**src/hdl/ccd_pkg.sv**
```systemverilog
`default_nettype none
// ----------------------------------------------------------------------------
// ccd_pkg: shared types and constants for the coin change dispenser
// Denomination tables, stock reset counts, reciprocal constants for the
// change division, transaction payload structs and the stock memory request.
// ----------------------------------------------------------------------------
package ccd_pkg;

  localparam int DENOM_SLOTS = 10;
  localparam int NUM_DENOMS  = 10;
  localparam int NUM_ACTIVE  = (NUM_DENOMS > DENOM_SLOTS) ? DENOM_SLOTS : NUM_DENOMS;

  localparam int IDX_W       = $clog2(DENOM_SLOTS);
  localparam int STOCK_W     = 16;
  localparam int COIN_W      = 4;
  localparam int PRICE_W     = 16;
  localparam int MONEY_W     = 19;
  localparam int VALUE_W     = 14;
  localparam int RECIP_W     = 21;
  localparam int RECIP_SHIFT = 24;
  localparam int QUOT_W      = 16;
  localparam int PROD_W      = RECIP_W + MONEY_W;

  localparam logic [IDX_W-1:0] LAST_IDX = IDX_W'(NUM_ACTIVE - 1);

  // Denomination values in cents, smallest first.
  localparam logic [VALUE_W-1:0] DENOM_VALUE [DENOM_SLOTS] = '{
    14'd10, 14'd20, 14'd50, 14'd100, 14'd200,
    14'd500, 14'd1000, 14'd2000, 14'd5000, 14'd10000
  };

  // floor(2^24 / value); the quotient estimate is at most one too small.
  localparam logic [RECIP_W-1:0] DENOM_RECIP [DENOM_SLOTS] = '{
    21'd1677721, 21'd838860, 21'd335544, 21'd167772, 21'd83886,
    21'd33554, 21'd16777, 21'd8388, 21'd3355, 21'd1677
  };

  localparam logic [STOCK_W-1:0] STOCK_RESET [DENOM_SLOTS] = '{
    16'd100, 16'd100, 16'd50, 16'd50, 16'd50,
    16'd25, 16'd25, 16'd25, 16'd25, 16'd10
  };

  typedef struct packed {
    logic [PRICE_W-1:0] price_cents;
    logic [COIN_W-1:0]  coins_10c;
    logic [COIN_W-1:0]  coins_20c;
    logic [COIN_W-1:0]  coins_50c;
    logic [COIN_W-1:0]  coins_1u;
    logic [COIN_W-1:0]  coins_2u;
    logic [COIN_W-1:0]  coins_5u;
    logic [COIN_W-1:0]  coins_10u;
    logic [COIN_W-1:0]  coins_20u;
    logic [COIN_W-1:0]  coins_50u;
    logic [COIN_W-1:0]  coins_100u;
  } purchase_t;

  typedef struct packed {
    logic               status;
    logic [STOCK_W-1:0] give_10c;
    logic [STOCK_W-1:0] give_20c;
    logic [STOCK_W-1:0] give_50c;
    logic [STOCK_W-1:0] give_1u;
    logic [STOCK_W-1:0] give_2u;
    logic [STOCK_W-1:0] give_5u;
    logic [STOCK_W-1:0] give_10u;
    logic [STOCK_W-1:0] give_20u;
    logic [STOCK_W-1:0] give_50u;
    logic [STOCK_W-1:0] give_100u;
    logic [MONEY_W-1:0] unpaid_cents;
  } result_t;

  typedef struct packed {
    logic               re;
    logic [IDX_W-1:0]   raddr;
    logic               we;
    logic [IDX_W-1:0]   waddr;
    logic [STOCK_W-1:0] wdata;
  } mem_req_t;

endpackage
`default_nettype wire

```
**src/hdl/ccd_stock_mem.sv**
```systemverilog
`default_nettype none
// ----------------------------------------------------------------------------
// ccd_stock_mem: per-denomination coin stock
// One write and one read port, read data registered. An entry that has not
// been written since reset reads as its reset count.
// ----------------------------------------------------------------------------
module ccd_stock_mem (
  input  wire logic                          clk,
  input  wire logic                          rst,
  input  wire ccd_pkg::mem_req_t             req,
  output logic [ccd_pkg::STOCK_W-1:0]        rdata
);

  logic [ccd_pkg::STOCK_W-1:0]     mem [ccd_pkg::DENOM_SLOTS];
  logic [ccd_pkg::DENOM_SLOTS-1:0] written;
  logic [ccd_pkg::STOCK_W-1:0]     mem_q;
  logic [ccd_pkg::IDX_W-1:0]       addr_q;
  logic                            written_q;

  always_ff @(posedge clk) begin
    if (req.we) begin
      mem[req.waddr] <= req.wdata;
    end
    if (req.re) begin
      mem_q  <= mem[req.raddr];
      addr_q <= req.raddr;
    end
  end

  always_ff @(posedge clk) begin
    if (rst) begin
      written   <= '0;
      written_q <= 1'b0;
    end else begin
      if (req.we) begin
        written[req.waddr] <= 1'b1;
      end
      if (req.re) begin
        written_q <= written[req.raddr];
      end
    end
  end

  assign rdata = written_q ? mem_q : ccd_pkg::STOCK_RESET[addr_q];

endmodule
`default_nettype wire

```
**src/hdl/coin_change_dispenser_core.sv**
```systemverilog
// From purchase acceptance, the core sums the money over the N active denominations
// in ST_SUM, checks it in ST_CHK, then walks the denominations; a refused purchase
// skips the walk. The greedy walk visits each denomination in ST_RD (stock read),
// ST_MUL (multiplies) and ST_UPD (update and write-back of the stock memory).
// One purchase in flight; a new one is accepted only once the core is back in ST_IDLE.
// Reset restores the reset stock counts at once through per-entry written flags.
`default_nettype none
// ----------------------------------------------------------------------------
// coin_change_dispenser_core: greedy change with limited stock
// Sums the inserted money, refuses a short payment, otherwise adds the
// inserted pieces to stock and pays change from the largest denomination down.
// ----------------------------------------------------------------------------
module coin_change_dispenser_core (
  input  wire logic                clk,
  input  wire logic                rst,
  input  wire logic                purchase_valid,
  output logic                     purchase_ready,
  input  wire ccd_pkg::purchase_t  purchase,
  output logic                     result_valid,
  input  wire logic                result_ready,
  output ccd_pkg::result_t         result
);

  localparam logic [2:0] ST_IDLE = 3'd0;
  localparam logic [2:0] ST_SUM  = 3'd1;
  localparam logic [2:0] ST_CHK  = 3'd2;
  localparam logic [2:0] ST_RD   = 3'd3;
  localparam logic [2:0] ST_MUL  = 3'd4;
  localparam logic [2:0] ST_UPD  = 3'd5;
  localparam logic [2:0] ST_DONE = 3'd6;

  logic [2:0]                        state;
  logic [ccd_pkg::IDX_W-1:0]         idx;
  logic [ccd_pkg::PRICE_W-1:0]       price;
  logic [ccd_pkg::COIN_W-1:0]        coins [ccd_pkg::DENOM_SLOTS];
  logic [ccd_pkg::STOCK_W-1:0]       give_cnt [ccd_pkg::DENOM_SLOTS];
  logic [ccd_pkg::MONEY_W-1:0]       money;
  logic [ccd_pkg::MONEY_W-1:0]       change;
  logic [ccd_pkg::PROD_W-1:0]        prod;
  logic [ccd_pkg::QUOT_W-1:0]        quot;
  logic [ccd_pkg::MONEY_W-1:0]       quot_val;
  logic [ccd_pkg::MONEY_W-1:0]       have_val;
  logic [ccd_pkg::STOCK_W-1:0]       have;
  logic                              res_status;

  ccd_pkg::mem_req_t                 mem_req;
  logic [ccd_pkg::STOCK_W-1:0]       stock_rdata;

  logic [ccd_pkg::VALUE_W-1:0]       dval;
  logic [ccd_pkg::STOCK_W:0]         stock_sum;
  logic [ccd_pkg::STOCK_W-1:0]       have_next;
  logic [29:0]                       quot_prod;
  logic [29:0]                       have_prod;
  logic [ccd_pkg::MONEY_W-1:0]       rem;
  logic                              rem_over;
  logic [ccd_pkg::QUOT_W:0]          quot_fix;
  logic                              fits;
  logic [ccd_pkg::STOCK_W-1:0]       give;
  logic [ccd_pkg::MONEY_W-1:0]       change_next;

  ccd_stock_mem u_stock (
    .clk   (clk),
    .rst   (rst),
    .req   (mem_req),
    .rdata (stock_rdata)
  );

  assign purchase_ready = (state == ST_IDLE);

  always_comb begin
    dval      = ccd_pkg::DENOM_VALUE[idx];
    stock_sum = {1'b0, stock_rdata} + (ccd_pkg::STOCK_W + 1)'(coins[idx]);
    have_next = stock_sum[ccd_pkg::STOCK_W] ? '1 : stock_sum[ccd_pkg::STOCK_W-1:0];
    quot_prod = 30'(prod[ccd_pkg::RECIP_SHIFT +: ccd_pkg::QUOT_W]) * 30'(dval);
    have_prod = 30'(have_next) * 30'(dval);
    // The estimate never exceeds the true quotient, so this cannot wrap.
    rem       = change - quot_val;
    rem_over  = (rem >= ccd_pkg::MONEY_W'(dval));
    quot_fix  = (ccd_pkg::QUOT_W + 1)'(quot) + (ccd_pkg::QUOT_W + 1)'(rem_over);
    fits      = (quot_fix <= (ccd_pkg::QUOT_W + 1)'(have));
    give      = fits ? quot_fix[ccd_pkg::QUOT_W-1:0] : have;
    if (fits) begin
      change_next = rem_over ? rem - ccd_pkg::MONEY_W'(dval) : rem;
    end else begin
      change_next = change - have_val;
    end
  end

  always_comb begin
    mem_req       = '0;
    mem_req.raddr = idx;
    mem_req.waddr = idx;
    mem_req.wdata = have - give;
    mem_req.re    = (state == ST_RD);
    mem_req.we    = (state == ST_UPD);
  end

  always_ff @(posedge clk) begin
    if (rst) begin
      state        <= ST_IDLE;
      result_valid <= 1'b0;
      idx          <= '0;
    end else begin
      if (state == ST_DONE && (!result_valid || result_ready)) begin
        result_valid <= 1'b1;
      end else if (result_valid && result_ready) begin
        result_valid <= 1'b0;
      end
      case (state)
        ST_IDLE: begin
          if (purchase_valid) begin
            idx   <= '0;
            state <= ST_SUM;
          end
        end
        ST_SUM: begin
          if (idx == ccd_pkg::LAST_IDX) begin
            state <= ST_CHK;
          end else begin
            idx <= idx + 1'b1;
          end
        end
        ST_CHK: begin
          idx   <= ccd_pkg::LAST_IDX;
          state <= (money < ccd_pkg::MONEY_W'(price)) ? ST_DONE : ST_RD;
        end
        ST_RD:  state <= ST_MUL;
        ST_MUL: state <= ST_UPD;
        ST_UPD: begin
          if (idx == '0) begin
            state <= ST_DONE;
          end else begin
            idx   <= idx - 1'b1;
            state <= ST_RD;
          end
        end
        ST_DONE: begin
          if (!result_valid || result_ready) begin
            state <= ST_IDLE;
          end
        end
        default: state <= ST_IDLE;
      endcase
    end
  end

  always_ff @(posedge clk) begin
    case (state)
      ST_IDLE: begin
        price     <= purchase.price_cents;
        coins[0]  <= purchase.coins_10c;
        coins[1]  <= purchase.coins_20c;
        coins[2]  <= purchase.coins_50c;
        coins[3]  <= purchase.coins_1u;
        coins[4]  <= purchase.coins_2u;
        coins[5]  <= purchase.coins_5u;
        coins[6]  <= purchase.coins_10u;
        coins[7]  <= purchase.coins_20u;
        coins[8]  <= purchase.coins_50u;
        coins[9]  <= purchase.coins_100u;
        money     <= '0;
        for (int i = 0; i < ccd_pkg::DENOM_SLOTS; i++) begin
          give_cnt[i] <= '0;
        end
      end
      ST_SUM: begin
        money <= money + ccd_pkg::MONEY_W'(coins[idx]) * ccd_pkg::MONEY_W'(dval);
      end
      ST_CHK: begin
        res_status <= (money < ccd_pkg::MONEY_W'(price));
        change     <= (money < ccd_pkg::MONEY_W'(price)) ?
                      '0 : money - ccd_pkg::MONEY_W'(price);
      end
      ST_RD: begin
        prod <= ccd_pkg::PROD_W'(change) * ccd_pkg::PROD_W'(ccd_pkg::DENOM_RECIP[idx]);
      end
      ST_MUL: begin
        have     <= have_next;
        quot     <= prod[ccd_pkg::RECIP_SHIFT +: ccd_pkg::QUOT_W];
        quot_val <= quot_prod[ccd_pkg::MONEY_W-1:0];
        have_val <= have_prod[ccd_pkg::MONEY_W-1:0];
      end
      ST_UPD: begin
        give_cnt[idx] <= give;
        change        <= change_next;
      end
      ST_DONE: begin
        if (!result_valid || result_ready) begin
          result.status       <= res_status;
          result.give_10c     <= give_cnt[0];
          result.give_20c     <= give_cnt[1];
          result.give_50c     <= give_cnt[2];
          result.give_1u      <= give_cnt[3];
          result.give_2u      <= give_cnt[4];
          result.give_5u      <= give_cnt[5];
          result.give_10u     <= give_cnt[6];
          result.give_20u     <= give_cnt[7];
          result.give_50u     <= give_cnt[8];
          result.give_100u    <= give_cnt[9];
          result.unpaid_cents <= change;
        end
      end
      default: begin
      end
    endcase
  end

  // The stock memory is never read and written in the same cycle.
  a_mem_no_overlap: assert property (@(posedge clk) disable iff (rst)
    mem_req.we |-> !mem_req.re)
    else $error("stock read and write in the same cycle");

  // Outstanding change never grows across an update step.
  a_change_shrinks: assert property (@(posedge clk) disable iff (rst)
    state == ST_UPD |=> change <= $past(change))
    else $error("change grew during payout");

  // A result only appears from the completion state.
  a_result_from_done: assert property (@(posedge clk) disable iff (rst)
    $rose(result_valid) |-> $past(state) == ST_DONE)
    else $error("result raised outside completion");

  // An accepted transaction always starts the money sum.
  a_accept_starts: assert property (@(posedge clk) disable iff (rst)
    purchase_valid && purchase_ready |=> state == ST_SUM && idx == '0)
    else $error("accepted purchase did not start summing");

endmodule
`default_nettype wire
```
**config.mk**
```make
export PLATFORM = sky130hd
export DESIGN_NAME = coin_change_dispenser_core
export DESIGN_NICKNAME = d
export VERILOG_FILES = /design/src/hdl/ccd_pkg.sv /design/src/hdl/ccd_stock_mem.sv /design/src/hdl/coin_change_dispenser_core.sv
export SDC_FILE = /design/constraint.sdc
export NUM_CORES = 2
export LEC_CHECK = 0
export ABC_AREA = 1
export BUFFER_PORTS_ARGS = -buffer_cell sky130_fd_sc_hd__clkbuf_2
export CAP_MARGIN = 10
export CELL_PAD_IN_SITES_DETAIL_PLACEMENT = 0
export CELL_PAD_IN_SITES_GLOBAL_PLACEMENT = 1
export CORE_AREA = 4 4 399 401
export DETAILED_ROUTE_END_ITERATION = 8
export DIE_AREA = 0 0 403 405
export GPL_TIMING_DRIVEN = 0
export PLACE_DENSITY_LB_ADDON = 0.1
export SYNTH_ARGS = -nofsm -noshare
export SYNTH_HDL_FRONTEND = slang
export SYNTH_SLANG_ARGS = --single-unit
```
**constraint.sdc**
```tcl
create_clock -name clk -period 27.6 [get_ports clk]
set_input_delay 1.38 -clock clk [delete_from_list [all_inputs] [get_ports clk]]
set_output_delay 1.38 -clock clk [all_outputs]
set_load 0.05 [all_outputs]
```
-- Yosys cells after proc, flatten, opt, wreduce, memory -nomap -nowiden
Memories as Yosys holds them, arrays and structs flattened. A register that Yosys moved wholly into a read port is not among the register bits.
Cells that the tools add are included.
- register bits: 208
- latch bits: 0
- RAM bits: 360
- memory bits (read-only): 816
- input port bits: 60
- output and inout bits: 182
- word-level logic and storage cells: 113
- memories kept: 6
- add/sub/neg operators: 10
- $mul: 4
- divide/modulo/power cells: 0
- $lt $le $gt $ge: 7
- equal/unequal tests: 12
- shift operators: 0
- muxes and demuxes: 39
- bitwise gates (word level): 3
- reductions and logical operators: 15
- memories (name ; words ; width ; rd ports ; clocked after Yosys merged registers in ; wr ports ; line ; RTL):
    (no name shown) ; 16 ; 21 ; 1 ; 0 ; 0 ; coin_change_dispenser_core.sv:175 ; prod <= ccd_pkg::PROD_W'(change) * ccd_pkg::PROD_W'(ccd_pkg::DENOM_RECIP[idx]);
    (no name shown) ; 16 ; 16 ; 1 ; 0 ; 0 ; ccd_stock_mem.sv:44 ; assign rdata = written_q ? mem_q : ccd_pkg::STOCK_RESET[addr_q];
    (no name shown) ; 16 ; 14 ; 1 ; 0 ; 0 ; coin_change_dispenser_core.sv:71 ; dval = ccd_pkg::DENOM_VALUE[idx];
    give_cnt ; 10 ; 16 ; 10 ; 10 ; 10 ; coin_change_dispenser_core.sv:36 ; logic [ccd_pkg::STOCK_W-1:0] give_cnt [ccd_pkg::DENOM_SLOTS];
    u_stock.mem ; 10 ; 16 ; 1 ; 1 ; 1 ; ccd_stock_mem.sv:14 ; logic [ccd_pkg::STOCK_W-1:0] mem [ccd_pkg::DENOM_SLOTS];
    coins ; 10 ; 4 ; 1 ; 1 ; 10 ; coin_change_dispenser_core.sv:35 ; logic [ccd_pkg::COIN_W-1:0] coins [ccd_pkg::DENOM_SLOTS];
- operator list (cell ; count):
    $mux W16 ; 6
    $pmux W19 S2 ; 2
    $mux W19 ; 3
    $mux W21 ; 2
    $mul A19 B21 Y40 ; 1
    $mul A16 B14 Y19 ; 2
    $sub A19 B19 Y19 ; 2
    $mux W14 ; 2
    $mux W4 ; 6
    $pmux W3 S7 ; 1
    $add A19 B18 Y19 ; 1
    $ge A19 B14 Y1 ; 1
    $lt A19 B16 Y1 ; 1
    $sub A19 B14 Y19 ; 1
    $sub A19 B16 Y19 ; 1
    $mul A4 B14 Y18 ; 1
    $add A16 B1 Y17 ; 1
    $add A16 B4 Y17 ; 1
    $le A17 B16 Y1 ; 1
    $pmux W4 S4 ; 1
    $reduce_or A16 Y1 ; 1
    $sub A16 B16 Y16 ; 1
    $mux W3 ; 5
    $ge A5 B5 Y1 const B ; 2
    other kinds (25) ; 44

-- Longest topological paths before layout
- depth in word-level cells: 9
- gate-level depth with buffers: 62
- gate-level depth less buffers: 58

-- Modules after synthesis
A second synthesis with hierarchy kept.
- cell total of the unflattened synthesis: 5612
- area total of the unflattened synthesis: 54418.4 um2
- modules (own cells, without submodules) (module ; times used ; cells each ; area an instance (um2) ; sequential area each (um2)):
    coin_change_dispenser_core ; 1 ; 4982 ; 46803.6 ; 15795.1
    ccd_stock_mem ; 1 ; 630 ; 7614.8 ; 5625.4

-- Worst setup path after synthesis
OpenSTA, ideal clock, no wires.
- path type: input-to-reg
- from: input result_ready
- to: register result[0] in the netlist's numbering (enable)
- library setup time: 0.722 ns
- arrival: 8.859 ns
- data required time: 26.878 ns
- slack: 18.019 ns
- cell stages on the path: 2
- buffers on the path: 0
- cell sequence: nor2_1 > nor2_1
- word-level cells in the longest chain between the ends: 2
- RTL lines (what ; line ; RTL):
    from (decl) ; coin_change_dispenser_core.sv:20 ; input wire logic result_ready,
    $logic_or A1 B1 Y1 ; coin_change_dispenser_core.sv:188 ; if (!result_valid || result_ready) begin
    $reduce_and A2 Y1 (no source line) ; n/a ;
    to (decl) ; coin_change_dispenser_core.sv:21 ; output ccd_pkg::result_t result
No other way between the ends.
A chain may end at the register's enable or synchronous reset.

==> key figures <==
Setup path
  • CP max-delay cell: xor2_1
  • Critical Path Most Common Cell: nand2_1
  • Critical path capture point type: register
  • Setup crit start kind: register
  • Crit path required time: 27930 ps
  • Max incr delay on CP: 870 ps
  • CP Class: reg -> reg
  • Reg2Reg Depth: 52
  • WP data arrival: 12900 ps
  • Critical Path Fanout Max: 14

Clocking
  • Clock transition at path regs: 60 ps
  • Postcts setup bufs: 0
  • Clk_lat worst skew: 690 ps
  • Clock Path Buffers: 3
  • Clk root buf: clkbuf_16
  • Post-CTS Hold Buffers: 0
  • Post-CTS sizing: 0
  • H-tree Lvls: 3
  • Clock sink count: 721
  • CTS tree: done
  • CTS Buf Count: 80

Layout
  • Final #Nets: 6784
  • Fill count: 15700
  • Most common cell after layout, fill and taps aside: nand2_1
  • Most frequent cells in the layout: 1000 x nand2_1, 993 x inv_1, 698 x edfxtp_1
  • Final instance area: 61000 µm²
  • Non-Filler Instances: 7922
  • Layout cells sized above 1: 9.11%
  • Multi-input logic area: 28200 µm²
  • Area delta synth->final: 12.8%
  • Storage cell area: 21400 µm²

Routing
  • Vias per cell: 4.87
  • Routed wire length: 175000 µm
  • WL per Instance: 22.1 µm
  • Final ANT Viol Nets: 0
  • TritonRoute pass-1 iters: 5
  • DR iter-0 viols: 2706
  • DRC: 0
  • Via count: 38600

Synth
  • #FFs+latches synth: 721
  • Seq/Total Area, Yosys: 39.6%
  • Total of warnings raised by yosys: 0
  • Syn_nets: 6429
  • Ys async rst share: 0%
  • Cells after Synth: 5444
  • Main flop type after synthesis: edfxtp_1
  • Post-synth EDFFs: 698
  • Post-synthesis average cell area: 9.94 µm²
  • Cell variety after synth: 63
  • Mapped cell area: 54100 µm²

STA
  • Setup Skew: 23.0 ps
  • Setup violations, final: 0
  • Min Clock Period, post-route: 12570 ps
  • Worst rel slew slack: 11.2%
  • Max Freq: 0.0795 GHz
  • RSZ-0062 raised after global routing: false
  • Hold Fails Final Rpt: 0
  • Slew Limit Fails: 0
  • Fin crit share: 45.6%
  • Sum of negative setup slack: 0 ps
  • Tightest Pin Transition: 1330 ps

Worst hold path
  • Hold Crit Class: reg -> reg
  • Hold path depth: 0

GRT
  • Initial antenna violation count: 10
  • Gr ovfl total: 0
  • First-pass GRT wire length: 259000 µm
  • Vias in the first global route: 39100
  • Pin count of the biggest net entering global routing: 38
  • Aggregate global-route resource usage: 21.5%

Placed design
  • Gpl congestion: 0.896
  • Placed wire-length estimate: 142000 µm
  • Dpl cells: 7772
  • Placed instance area: 58400 µm²
  • Port Buf Inserts: 240

Die
  • Die Wd: 403 µm
  • I/O pin count: 242
  • Area of the core: 156000 µm²
  • Chip Height: 405 µm
  • Die Area: 163000 µm²
  • Num rows: 145
  • Initial core utilization: 34.7%

Flow run
  • Max-Cap Viols: 0

Status
  • Status: finished, final reports clean
final timing paths:
path                        from                  to  slack, ps
setup / recovery          idx[1]  u_stock.mem[7][13]      15030
hold / removal    give_cnt[1][0]         result[147]        400
setup reg to reg          idx[1]  u_stock.mem[7][13]      15030
hold reg to reg   give_cnt[1][0]         result[147]        400
cells in the mapped netlist, types with 25 or more instances:
library cell	number	area, µm²
xnor2_1	43	377
nor3_1	26	130
a21oi_1	185	926
xor2_1	105	920
o21ai_0	124	621
nand4_1	39	244
o211ai_1	40	300
nand3_1	118	591
fa_1	548	11000
clkbuf_1	121	454
ha_1	377	4720
edfxtp_1	698	21000
mux2i_1	25	250
or2_2	28	175
nor2_1	651	2440
nand2_1	1000	3750
inv_1	993	3730
cells by family after synthesis:
kind of cell,share of synthesized area [%]
compound gates,5.61
buf+inv,8.35
fa+ha+maj,29.0
mux,0.463
flops,39.6
simple gates,14.6
xor+xnor,2.40
area by class of cell:
cell class,count,share of cell area [%]
multi-input combinational,3538,46.3
sequential,721,35.1
inverter,1029,6.34
tap,2058,4.22
clock buffer,104,3.49
timing repair buffer,273,2.73
buffer,156,1.06
clock inverter,41,0.787
antenna,2,0.00820
critical path, delay by kind of cell, from the launching register on:
family / cells / cell delay, ps
xor+xnor: 2 / 1350
simple gates: 25 / 3090
flops: 1 / 570
buf+inv: 10 / 3400
compound gates: 10 / 1940
fa+ha+maj: 5 / 1790
flip-flops by register name, summed over array words and instances, names as in the netlist, 3 cells and up, named ones only:
signal / count
change: 19
u_stock.mem: 160
idx: 4
coins: 40
give_cnt: 160
u_stock.written: 10
have_val: 18
quot_val: 18
quot: 16
u_stock.mem_q: 16
money: 18
u_stock.addr_q: 4
state: 3
have: 16
result: 180
price: 16
prod: 16
metrics by stage:
| step | utilization, % | hold slack [ps] | setup WS (ps) |
|---|---|---|---|
| CTS | 39.2 | 397 | 14960 |
| global route | 39.2 | 410 | 14060 |
| floorplan | - | 400 | 18020 |
| detailed placement | 37.5 | 405 | 15030 |
| finish | 39.2 | 402 | 15030 |
| global placement | 37.2 | 400 | 13980 |
metal layers:
layer | vias up | routed length (µm) | global-route usage [%]
met5 | - | 20 | 0
met2 | 1137 | 79100 | 34.4
met4 | 4 | 4760 | 5.71
met1 | 19200 | 80900 | 31.0
met3 | 189 | 10200 | 2.82
li1 | 18100 | - | -
Power is left out: the tool's default activity adds up to more than one toggle a clock period on the data nets, which glitch-free logic cannot reach.
